### src/design/wav_hdr_pkg.sv
// ----------------------------------------------------------------------------
// wav_hdr_pkg
// Types, tags and codes shared by the WAV header parser modules.
// ----------------------------------------------------------------------------
package wav_hdr_pkg;

  localparam logic [31:0] TagRiff = 32'h4646_4952;  // "RIFF", little-endian
  localparam logic [31:0] TagFmt  = 32'h2074_6D66;  // "fmt "
  localparam logic [31:0] TagData = 32'h6174_6164;  // "data"
  localparam logic [31:0] FmtBase = 32'd16;
  localparam logic [15:0] BitsNarrow = 16'd8;
  localparam logic [15:0] BitsWide   = 16'd16;
  localparam logic [15:0] PcmTag     = 16'd1;

  typedef enum logic [1:0] {
    KIND_FORMAT = 2'd0,
    KIND_DATA   = 2'd1,
    KIND_ERROR  = 2'd2
  } kind_e;

  typedef enum logic [2:0] {
    ERR_BAD_RIFF    = 3'd0,
    ERR_BAD_FMT     = 3'd1,
    ERR_NOT_PCM     = 3'd2,
    ERR_BAD_FORMAT  = 3'd3,
    ERR_TRUNC_HDR   = 3'd4,
    ERR_NO_DATA     = 3'd5,
    ERR_TRUNC_DATA  = 3'd6
  } err_e;

  typedef struct packed {
    logic [7:0] file_byte;
    logic       start_of_file;
    logic       end_of_file;
  } in_word_t;

  typedef struct packed {
    logic [1:0]  kind;
    logic [1:0]  format_code;
    logic [31:0] sample_rate;
    logic [31:0] data_length;
    logic [7:0]  audio_byte;
    logic        last_byte;
    logic [2:0]  error_code;
  } out_word_t;

  typedef struct packed {
    logic      valid;
    out_word_t word;
  } res_t;

endpackage

### src/design/wav_hdr_in_if.sv
// ----------------------------------------------------------------------------
// wav_hdr_in_if
// Byte stream channel into the parser: valid/ready with one file byte.
// ----------------------------------------------------------------------------
interface wav_hdr_in_if;
  logic       valid;
  logic       ready;
  logic [7:0] file_byte;
  logic       start_of_file;
  logic       end_of_file;

  modport source (output valid, file_byte, start_of_file, end_of_file, input ready);
  modport sink   (input valid, file_byte, start_of_file, end_of_file, output ready);
endinterface

### src/design/wav_hdr_out_if.sv
// ----------------------------------------------------------------------------
// wav_hdr_out_if
// Result channel out of the parser: valid/ready with one format, data or
// error word.
// ----------------------------------------------------------------------------
interface wav_hdr_out_if;
  logic        valid;
  logic        ready;
  logic [1:0]  kind;
  logic [1:0]  format_code;
  logic [31:0] sample_rate;
  logic [31:0] data_length;
  logic [7:0]  audio_byte;
  logic        last_byte;
  logic [2:0]  error_code;

  modport source (output valid, kind, format_code, sample_rate, data_length,
                  audio_byte, last_byte, error_code, input ready);
  modport sink   (input valid, kind, format_code, sample_rate, data_length,
                  audio_byte, last_byte, error_code, output ready);
endinterface

### src/design/wav_hdr_in_reg.sv
// ----------------------------------------------------------------------------
// wav_hdr_in_reg
// Input register: holds one word until the parser core takes it.
// ----------------------------------------------------------------------------
module wav_hdr_in_reg
  import wav_hdr_pkg::*;
(
  input  logic     clk_i,
  input  logic     rst_ni,
  input  logic     valid_i,
  output logic     ready_o,
  input  in_word_t word_i,
  output logic     valid_o,
  input  logic     take_i,
  output in_word_t word_o
);

  logic     valid_q;
  in_word_t word_q;

  // accept a new word when empty or when the held one leaves this cycle
  assign ready_o = !valid_q || take_i;
  assign valid_o = valid_q;
  assign word_o  = word_q;

  always_ff @(posedge clk_i or negedge rst_ni) begin
    if (!rst_ni) begin
      valid_q <= 1'b0;
    end else if (ready_o) begin
      valid_q <= valid_i;
    end
  end

  always_ff @(posedge clk_i) begin
    if (ready_o && valid_i) begin
      word_q <= word_i;
    end
  end

endmodule

### src/design/wav_hdr_core.sv
// ----------------------------------------------------------------------------
// wav_hdr_core
// Parser state machine: consumes one byte per fire and produces at most one
// result word.
// ----------------------------------------------------------------------------
module wav_hdr_core
  import wav_hdr_pkg::*;
(
  input  logic     clk_i,
  input  logic     rst_ni,
  input  logic     fire_i,
  input  in_word_t word_i,
  output res_t     res_o
);

  localparam logic [3:0] PhIdle     = 4'd0;
  localparam logic [3:0] PhRiff     = 4'd1;
  localparam logic [3:0] PhFmtHdr   = 4'd2;
  localparam logic [3:0] PhFmtBody  = 4'd3;
  localparam logic [3:0] PhFmtExtra = 4'd4;
  localparam logic [3:0] PhChunkId  = 4'd5;
  localparam logic [3:0] PhChunkSz  = 4'd6;
  localparam logic [3:0] PhSkip     = 4'd7;
  localparam logic [3:0] PhDataSz   = 4'd8;
  localparam logic [3:0] PhData     = 4'd9;
  localparam logic [3:0] PhDone     = 4'd10;

  logic [3:0]  phase_q, phase_d;
  logic [3:0]  pos_q, pos_d;
  logic [31:0] shift_q, shift_d;
  logic [31:0] fmt_size_q, fmt_size_d;
  logic        ch_ok_q, ch_ok_d;
  logic        stereo_q, stereo_d;
  logic        wide_q, wide_d;
  logic [31:0] rate_q, rate_d;
  logic [31:0] remain_q, remain_d;

  logic [3:0]  phase;
  logic [3:0]  pos;
  logic [31:0] shifted;
  logic [15:0] upper;
  logic [31:0] remain_dec;

  assign phase      = word_i.start_of_file ? PhRiff : phase_q;
  assign pos        = word_i.start_of_file ? 4'd0 : pos_q;
  assign shifted    = {word_i.file_byte, shift_q[31:8]};
  assign upper      = shifted[31:16];
  assign remain_dec = remain_q - 32'd1;

  always_comb begin
    phase_d    = phase;
    pos_d      = pos;
    shift_d    = shift_q;
    fmt_size_d = fmt_size_q;
    ch_ok_d    = ch_ok_q;
    stereo_d   = stereo_q;
    wide_d     = wide_q;
    rate_d     = rate_q;
    remain_d   = remain_q;
    res_o      = '0;

    if (phase == PhIdle || phase == PhDone) begin
      phase_d = phase;
    end else if (word_i.end_of_file) begin
      res_o.valid           = 1'b1;
      res_o.word.kind       = KIND_ERROR;
      phase_d               = PhDone;
      if (phase == PhData) begin
        res_o.word.error_code = ERR_TRUNC_DATA;
      end else if (phase == PhSkip || (phase == PhChunkId && pos == 4'd0)) begin
        res_o.word.error_code = ERR_NO_DATA;
      end else begin
        res_o.word.error_code = ERR_TRUNC_HDR;
      end
    end else begin
      pos_d = pos + 4'd1;
      case (phase)
        PhRiff: begin
          if (pos < 4'd4) shift_d = shifted;
          if (pos == 4'd11) begin
            if (shift_q != TagRiff) begin
              res_o.valid           = 1'b1;
              res_o.word.kind       = KIND_ERROR;
              res_o.word.error_code = ERR_BAD_RIFF;
              phase_d               = PhDone;
            end else begin
              phase_d = PhFmtHdr;
              pos_d   = 4'd0;
            end
          end
        end
        PhFmtHdr: begin
          if (pos < 4'd4) begin
            shift_d = shifted;
          end else begin
            fmt_size_d = {word_i.file_byte, fmt_size_q[31:8]};
          end
          if (pos == 4'd7) begin
            if (shift_q != TagFmt) begin
              res_o.valid           = 1'b1;
              res_o.word.kind       = KIND_ERROR;
              res_o.word.error_code = ERR_BAD_FMT;
              phase_d               = PhDone;
            end else begin
              phase_d = PhFmtBody;
              pos_d   = 4'd0;
            end
          end
        end
        PhFmtBody: begin
          shift_d = shifted;
          if (pos == 4'd1) begin
            if (upper != PcmTag) begin
              res_o.valid           = 1'b1;
              res_o.word.kind       = KIND_ERROR;
              res_o.word.error_code = ERR_NOT_PCM;
              phase_d               = PhDone;
            end
          end else if (pos == 4'd3) begin
            ch_ok_d  = (upper == 16'd1) || (upper == 16'd2);
            stereo_d = (upper == 16'd2);
          end else if (pos == 4'd7) begin
            rate_d = shifted;
          end else if (pos == 4'd15) begin
            wide_d = (upper == BitsWide);
            if (!((upper == BitsNarrow) || (upper == BitsWide)) || !ch_ok_q) begin
              res_o.valid           = 1'b1;
              res_o.word.kind       = KIND_ERROR;
              res_o.word.error_code = ERR_BAD_FORMAT;
              phase_d               = PhDone;
            end else if (fmt_size_q > FmtBase) begin
              remain_d = fmt_size_q - FmtBase;
              phase_d  = PhFmtExtra;
              pos_d    = 4'd0;
            end else begin
              phase_d = PhChunkId;
              pos_d   = 4'd0;
            end
          end
        end
        PhFmtExtra, PhSkip: begin
          remain_d = remain_dec;
          if (remain_q == 32'd1) begin
            phase_d = PhChunkId;
            pos_d   = 4'd0;
          end
        end
        PhChunkId: begin
          shift_d = shifted;
          if (pos == 4'd3) begin
            phase_d = (shifted == TagData) ? PhDataSz : PhChunkSz;
            pos_d   = 4'd0;
          end
        end
        PhChunkSz: begin
          shift_d = shifted;
          if (pos == 4'd3) begin
            remain_d = shifted;
            phase_d  = (shifted == 32'd0) ? PhChunkId : PhSkip;
            pos_d    = 4'd0;
          end
        end
        PhDataSz: begin
          shift_d = shifted;
          if (pos == 4'd3) begin
            remain_d               = shifted;
            res_o.valid            = 1'b1;
            res_o.word.kind        = KIND_FORMAT;
            res_o.word.format_code = {wide_q, stereo_q};
            res_o.word.sample_rate = rate_q;
            res_o.word.data_length = shifted;
            phase_d                = (shifted == 32'd0) ? PhDone : PhData;
            pos_d                  = 4'd0;
          end
        end
        PhData: begin
          remain_d              = remain_dec;
          res_o.valid           = 1'b1;
          res_o.word.kind       = KIND_DATA;
          res_o.word.audio_byte = word_i.file_byte;
          res_o.word.last_byte  = (remain_q == 32'd1);
          if (remain_q == 32'd1) begin
            phase_d = PhDone;
            pos_d   = 4'd0;
          end
        end
        default: begin
          phase_d = PhDone;
        end
      endcase
    end
  end

  always_ff @(posedge clk_i or negedge rst_ni) begin
    if (!rst_ni) begin
      phase_q    <= PhIdle;
      pos_q      <= 4'd0;
      shift_q    <= '0;
      fmt_size_q <= '0;
      ch_ok_q    <= 1'b0;
      stereo_q   <= 1'b0;
      wide_q     <= 1'b0;
      rate_q     <= '0;
      remain_q   <= '0;
    end else if (fire_i) begin
      phase_q    <= phase_d;
      pos_q      <= pos_d;
      shift_q    <= shift_d;
      fmt_size_q <= fmt_size_d;
      ch_ok_q    <= ch_ok_d;
      stereo_q   <= stereo_d;
      wide_q     <= wide_d;
      rate_q     <= rate_d;
      remain_q   <= remain_d;
    end
  end

endmodule

### src/design/wav_hdr_out_reg.sv
// ----------------------------------------------------------------------------
// wav_hdr_out_reg
// Result register: holds one result word until the consumer takes it.
// ----------------------------------------------------------------------------
module wav_hdr_out_reg
  import wav_hdr_pkg::*;
(
  input  logic      clk_i,
  input  logic      rst_ni,
  input  logic      load_i,
  input  res_t      res_i,
  output logic      free_o,
  output logic      valid_o,
  input  logic      ready_i,
  output out_word_t word_o
);

  logic      valid_q;
  out_word_t word_q;

  assign free_o  = !valid_q || ready_i;
  assign valid_o = valid_q;
  assign word_o  = word_q;

  always_ff @(posedge clk_i or negedge rst_ni) begin
    if (!rst_ni) begin
      valid_q <= 1'b0;
    end else if (free_o) begin
      valid_q <= load_i && res_i.valid;
    end
  end

  always_ff @(posedge clk_i) begin
    if (load_i && res_i.valid) begin
      word_q <= res_i.word;
    end
  end

endmodule

### src/design/wav_header_parser.sv
// ----------------------------------------------------------------------------
// wav_header_parser
// Byte-serial RIFF/WAV PCM header parser with data byte pass-through.
//
//   channel   dir  words                    handshake
//   byte_i    in   file byte, sof, eof      valid/ready
//   result_o  out  format, data or error    valid/ready
//
// One byte per clock while result_o keeps taking results: input register,
// one combinational step of the parser state machine, result register.
// Reset leaves the parser waiting for a start-of-file byte.
// A stall on result_o holds the result register, then the input register;
// byte_i keeps accepting while either of them has room.
// ----------------------------------------------------------------------------
module wav_header_parser
  import wav_hdr_pkg::*;
(
  input logic          clk_i,
  input logic          rst_ni,
  wav_hdr_in_if.sink   byte_i,
  wav_hdr_out_if.source result_o
);

  in_word_t  in_word;
  in_word_t  held_word;
  logic      held_valid;
  logic      out_free;
  logic      fire;
  res_t      res;
  out_word_t out_word;

  assign in_word.file_byte     = byte_i.file_byte;
  assign in_word.start_of_file = byte_i.start_of_file;
  assign in_word.end_of_file   = byte_i.end_of_file;

  // advance the parser only when the result register can take its output
  assign fire = held_valid && out_free;

  wav_hdr_in_reg u_in_reg (
    .clk_i   (clk_i),
    .rst_ni  (rst_ni),
    .valid_i (byte_i.valid),
    .ready_o (byte_i.ready),
    .word_i  (in_word),
    .valid_o (held_valid),
    .take_i  (fire),
    .word_o  (held_word)
  );

  wav_hdr_core u_core (
    .clk_i  (clk_i),
    .rst_ni (rst_ni),
    .fire_i (fire),
    .word_i (held_word),
    .res_o  (res)
  );

  wav_hdr_out_reg u_out_reg (
    .clk_i   (clk_i),
    .rst_ni  (rst_ni),
    .load_i  (fire),
    .res_i   (res),
    .free_o  (out_free),
    .valid_o (result_o.valid),
    .ready_i (result_o.ready),
    .word_o  (out_word)
  );

  assign result_o.kind        = out_word.kind;
  assign result_o.format_code = out_word.format_code;
  assign result_o.sample_rate = out_word.sample_rate;
  assign result_o.data_length = out_word.data_length;
  assign result_o.audio_byte  = out_word.audio_byte;
  assign result_o.last_byte   = out_word.last_byte;
  assign result_o.error_code  = out_word.error_code;

endmodule

### src/flat_wrapper.sv
// flat-port wrapper written by rule: the top's interface ports become plain ports
module wav_header_parser_flat import wav_hdr_pkg::*;
  (clk_i, rst_ni, byte_i_valid, byte_i_file_byte, byte_i_start_of_file, byte_i_end_of_file, byte_i_ready, result_o_valid, result_o_kind, result_o_format_code, result_o_sample_rate, result_o_data_length, result_o_audio_byte, result_o_last_byte, result_o_error_code, result_o_ready);
  wav_hdr_in_if byte_i_i ();
  wav_hdr_out_if result_o_i ();
  input logic clk_i;
  input logic rst_ni;
  input wire logic [$bits(byte_i_i.valid)-1:0] byte_i_valid;
  input wire logic [$bits(byte_i_i.file_byte)-1:0] byte_i_file_byte;
  input wire logic [$bits(byte_i_i.start_of_file)-1:0] byte_i_start_of_file;
  input wire logic [$bits(byte_i_i.end_of_file)-1:0] byte_i_end_of_file;
  output wire logic [$bits(byte_i_i.ready)-1:0] byte_i_ready;
  output wire logic [$bits(result_o_i.valid)-1:0] result_o_valid;
  output wire logic [$bits(result_o_i.kind)-1:0] result_o_kind;
  output wire logic [$bits(result_o_i.format_code)-1:0] result_o_format_code;
  output wire logic [$bits(result_o_i.sample_rate)-1:0] result_o_sample_rate;
  output wire logic [$bits(result_o_i.data_length)-1:0] result_o_data_length;
  output wire logic [$bits(result_o_i.audio_byte)-1:0] result_o_audio_byte;
  output wire logic [$bits(result_o_i.last_byte)-1:0] result_o_last_byte;
  output wire logic [$bits(result_o_i.error_code)-1:0] result_o_error_code;
  input wire logic [$bits(result_o_i.ready)-1:0] result_o_ready;
  assign byte_i_i.valid = byte_i_valid;
  assign byte_i_i.file_byte = byte_i_file_byte;
  assign byte_i_i.start_of_file = byte_i_start_of_file;
  assign byte_i_i.end_of_file = byte_i_end_of_file;
  assign byte_i_ready = byte_i_i.ready;
  assign result_o_valid = result_o_i.valid;
  assign result_o_kind = result_o_i.kind;
  assign result_o_format_code = result_o_i.format_code;
  assign result_o_sample_rate = result_o_i.sample_rate;
  assign result_o_data_length = result_o_i.data_length;
  assign result_o_audio_byte = result_o_i.audio_byte;
  assign result_o_last_byte = result_o_i.last_byte;
  assign result_o_error_code = result_o_i.error_code;
  assign result_o_i.ready = result_o_ready;
  wav_header_parser u_core (.clk_i(clk_i), .rst_ni(rst_ni), .byte_i(byte_i_i), .result_o(result_o_i));
endmodule
### config.mk
export PLATFORM = sky130hd
export DESIGN_NAME = wav_header_parser_flat
export DESIGN_NICKNAME = d
export VERILOG_FILES = /design/src/design/wav_hdr_pkg.sv /design/src/design/wav_hdr_in_if.sv /design/src/design/wav_hdr_out_if.sv /design/src/design/wav_hdr_in_reg.sv /design/src/design/wav_hdr_core.sv /design/src/design/wav_hdr_out_reg.sv /design/src/design/wav_header_parser.sv /design/src/flat_wrapper.sv
export SDC_FILE = /design/constraint.sdc
export NUM_CORES = 1
export LEC_CHECK = 0
export BUFFER_PORTS_ARGS = -buffer_cell sky130_fd_sc_hd__buf_2
export CORE_MARGIN = 4
export CORE_UTILIZATION = 35
export CTS_BUF_LIST = sky130_fd_sc_hd__clkbuf_16
export CTS_CLUSTER_DIAMETER = 100
export DETAILED_ROUTE_END_ITERATION = 12
export GPL_TIMING_DRIVEN = 0
export HOLD_SLACK_MARGIN = 0.08
export PLACE_DENSITY = 0.52
export SLEW_MARGIN = 20
export SYNTH_ARGS = -nofsm -noshare
export SYNTH_HDL_FRONTEND = slang
export SYNTH_SLANG_ARGS = --single-unit
### constraint.sdc
create_clock -name clk_i -period 7.8 [get_ports clk_i]
set_input_delay 0 -clock clk_i [delete_from_list [all_inputs] [get_ports clk_i]]
set_output_delay 0 -clock clk_i [all_outputs]
set_load 0.02 [all_outputs]
==> flow_metrics.py <==
metrics = {
    "placed_design": {
        "hpwlAfterDp_um": 24600,
        "post-place-ws_ps": 2870,
        "port_buffers": 95,
        "place.gp.congestion": 0.935,
        "dp.cells": 1463,
    },
    "logic_synthesis": {
        "synth_area_leader_cell": "dfrtp_1",
        "syn_avg_cell_area_sq_um": 11.7,
        "synth_area_leaders": "dfrtp_1, edfxtp_1, mux2_2, and2_1, nor3_1",
        "yosysUniqueCellTypes": 67,
        "synth-edff-count": 90,
        "ys_async_sr_fraction_pct": 61.0,
        "syn-cell-area_sq_um": 11300,
        "synth_warnings": 0,
        "syn_inst": 962,
        "ys.flop_type": "dfrtp_1",
        "yosysSeqAreaShare_pct": 55.3,
        "syn_nets": 983,
        "synth_top_cell_area_share_pct": 31.3,
        "yosys_register_bits": 231,
    },
    "routing": {
        "viasPerCell": 5.67,
        "route.vias.total": 8667,
        "wl_per_cell_um": 22.7,
        "firstDrtPassIters": 5,
        "final_antenna_net_count": 0,
        "drc": 0,
        "drt_wl_total_um": 34700,
        "drt_iter0_drc": 796,
    },
    "setup_path": {
        "worstReg2RegEnd": "u_core.u_out_reg.word_o[71]$_SDFFCE_PP0P_",
        "crit_family": "simple AND/OR/NAND/NOR gates",
        "worstPathArrival_ps": 5210,
        "crit_top_cell": "buf_16",
        "reg2reg_depth": 14,
        "path_cells": "clkbuf_1 > clkbuf_1 > buf_1 > nand2b_1 > inv_1 > ha_1 > nor4bb_1 > nand3_1 > nor2_1 > nor3_1 > a31oi_4 > buf_16 > buf_16 > buf_16",
        "slowest_stage": "nor4bb_1",
        "crit_type": "reg -> reg",
        "worstSetupStartpoint": "u_core.u_in_reg.word_o[1]$_DFFE_PP_",
        "crit_required_ps": 8050,
        "r2r_setup_slack_ps": 2840,
        "r2r-start": "u_core.u_in_reg.word_o[1]$_DFFE_PP_",
        "path_max_fanout": 23,
        "cpPeakStageDelay_ps": 650,
        "crit_path_start_kind": "register",
        "crit_buf_inv": 7,
        "endpoint_kind": "register",
    },
    "timing": {
        "setup_viol": 0,
        "grt_setup_unrepaired": "false",
        "fin_tns_setup_ps": 0,
        "min_period_over_period_pct": 63.6,
        "tightestPinTransition_ps": 1010,
        "min_period_ps": 4960,
        "fmax_ghz": 0.202,
        "fin_skew_ps": 14.2,
        "layout_setup_ws_ps": 2840,
        "slew_headroom_pct": 32.5,
        "maxSlewViolCount": 0,
        "hold_violations": 0,
    },
    "clock_tree": {
        "cts_buffers": 27,
        "clockRootBuffer": "clkbuf_16",
        "cts_tree": "built",
        "clock_latency_ps": 550,
        "clockBufferDepth": 3,
        "cts.htree.levels": 1,
        "clk_pin_slew_ps": 60,
        "cts.sinks": 231,
        "ctsResizeCount": 0,
    },
    "floorplanning": {
        "die_height_um": 187,
        "io_pins": 96,
        "start_util_pct": 35.6,
        "num_rows": 65,
        "core_area_sq_um": 31600,
        "die_area_sq_um": 35100,
        "die_w_um": 187,
    },
    "global_routing": {
        "grt_pass1_wl_um": 53900,
        "grt_pass1_vias": 8701,
        "grt.total_usage_pct": 19.3,
        "antenna_found_initial": 0,
        "grt_max_degree": 81,
        "grt_remaining_overflow": 0,
    },
    "finish": {
        "stdcell_count": 1528,
        "areaGrowthSynthToFinish_pct": 19.5,
        "finalNetCount": 1127,
        "drive_above_1_share_pct": 22.3,
        "diodes": 0,
    },
    "job": {
        "maxCapViolations": 0,
    },
    "worst_hold_path": {
        "hold_path.class": "in -> reg",
        "min_delay_path_depth": 2,
        "hp-start": "byte_i_file_byte[6]",
        "min_to": "u_core.u_in_reg.word_o[8]$_DFFE_PP_",
    },
    "power_and_ir_drop": {
        "powerDensity_nw_per_um2": 294,
        "ir_drop_v": 0.000173,
        "p_leak_nw": 5.56,
    },
    "outcome": {
        "outcome": "completed",
    },
}
layout make-up:
class,instances,area [sq um]
clock inverters,22,221
fillers,3033,18200
multi-input cells,659,4780
clock buffers,27,676
inverters,12,45.0
well taps,402,503
plain buffers,60,231
repair buffers,115,773
flip-flops and latches,231,6230
where the power goes:
part	leakage [nW]	switching (mW)	internal, mW
logic	2.39	0.571	0.360
clock network	0.442	0.524	0.763
registers	2.73	0.287	1.46
total	5.56	1.38	2.58
kinds of logic (layout without fill, tap and decap cells):
kind of cell,after synthesis,count (layout),share of synthesized area [%]
and+or+nand+nor,349,349,17.3
xor gates and xnor gates,29,29,2.25
muxes,101,101,10.1
adders and majority gates,7,7,0.777
AOI/OAI and AO/OA,173,173,11.9
buffers and inverters,72,236,2.45
DFF,231,231,55.3
stage by stage:
step	util (%)	power (mW)	cell area, sq um	hold slack (ps)
global route	42.6	4.15	13500	152
global placement	38.7	2.66	12200	177
CTS	42.5	3.98	13500	137
detailed placement	39.1	2.67	12400	-11.8
finish	42.6	3.96	13500	155
floorplan	-	2.27	11300	-296
placed cells by master, fill, tap and decap left out, types with 6 or more instances in the layout:
master	n
nor3b_1	6
xor2_1	23
a221oi_1	10
and2_1	73
o211ai_1	21
dlygate4sd3_1	15
nand2b_1	7
nor3_1	42
and3_1	9
nor4_1	30
nand2_1	44
nor2_1	53
ha_1	7
edfxtp_1	90
inv_1	14
clkbuf_1	51
xnor2_1	6
o21ai_0	21
or3_1	13
dfrtp_1	141
a222oi_1	15
nor2b_1	7
nand3_1	22
o2bb2ai_1	24
clkinv_1	8
mux2_2	97
clkbuf_16	27
buf_2	99
nand4_1	11
o221ai_1	18
a21oi_1	15
state kept, by name, summed over array words and instances (netlist names), 4 cells and up:
signal	count
u_core.u_core.fmt_size_q	32
u_core.u_core.remain_q	32
u_core.u_core.phase_q	4
u_core.u_in_reg.word_o	10
u_core.u_core.pos_q	4
u_core.u_core.rate_q	32
u_core.u_out_reg.word_o	80
u_core.u_core.shift_q	32
synthesized netlist by cell type, types with 6 or more instances:
cell         n
o21ai_0     21
dfrtp_1    141
nor4_1      31
edfxtp_1    90
nor3_1      42
nor2b_1      7
nand2b_1     7
and2_1      73
o2bb2ai_1   24
nand4_1     11
o211ai_1    21
o221ai_1    18
nand3_1     22
nor3b_1      6
nor2_1      53
clkbuf_1    51
xor2_1      23
a221oi_1    10
mux2_2      97
inv_1       12
a222oi_1    15
xnor2_1      6
nand2_1     44
ha_1         7
and3_1       9
a21oi_1     15
or3_1       13
what timing repair did:
| item | in CTS | in global routing |
|---|---|---|
| endpoints found under the hold margin | 153 | 0 |
| hold buffers | 16 | 0 |
| setup buffers | 0 | 0 |
how the worst max path moves through the flow:
stage               slack (ps)  depth (start not counted)                                        end
finish                    2840                         14  u_core.u_out_reg.word_o[71]$_SDFFCE_PP0P_
global route              2460                         14  u_core.u_out_reg.word_o[70]$_SDFFCE_PP0P_
CTS                       2840                         14  u_core.u_out_reg.word_o[71]$_SDFFCE_PP0P_
detailed placement        2870                         14  u_core.u_out_reg.word_o[71]$_SDFFCE_PP0P_
global placement         -1790                         11  u_core.u_out_reg.word_o[70]$_SDFFCE_PP0P_
floorplan                  850                         11   u_core.u_out_reg.word_o[0]$_SDFFCE_PP0P_
layer usage:
metal / global-route usage, % / share of wire (%)
met2: 31.0 / 45
met3: 2.65 / 6.1
met4: 4.77 / 2.6
met1: 27.7 / 46
met5: 0 / 0
(Power assumes the default switching activity.)
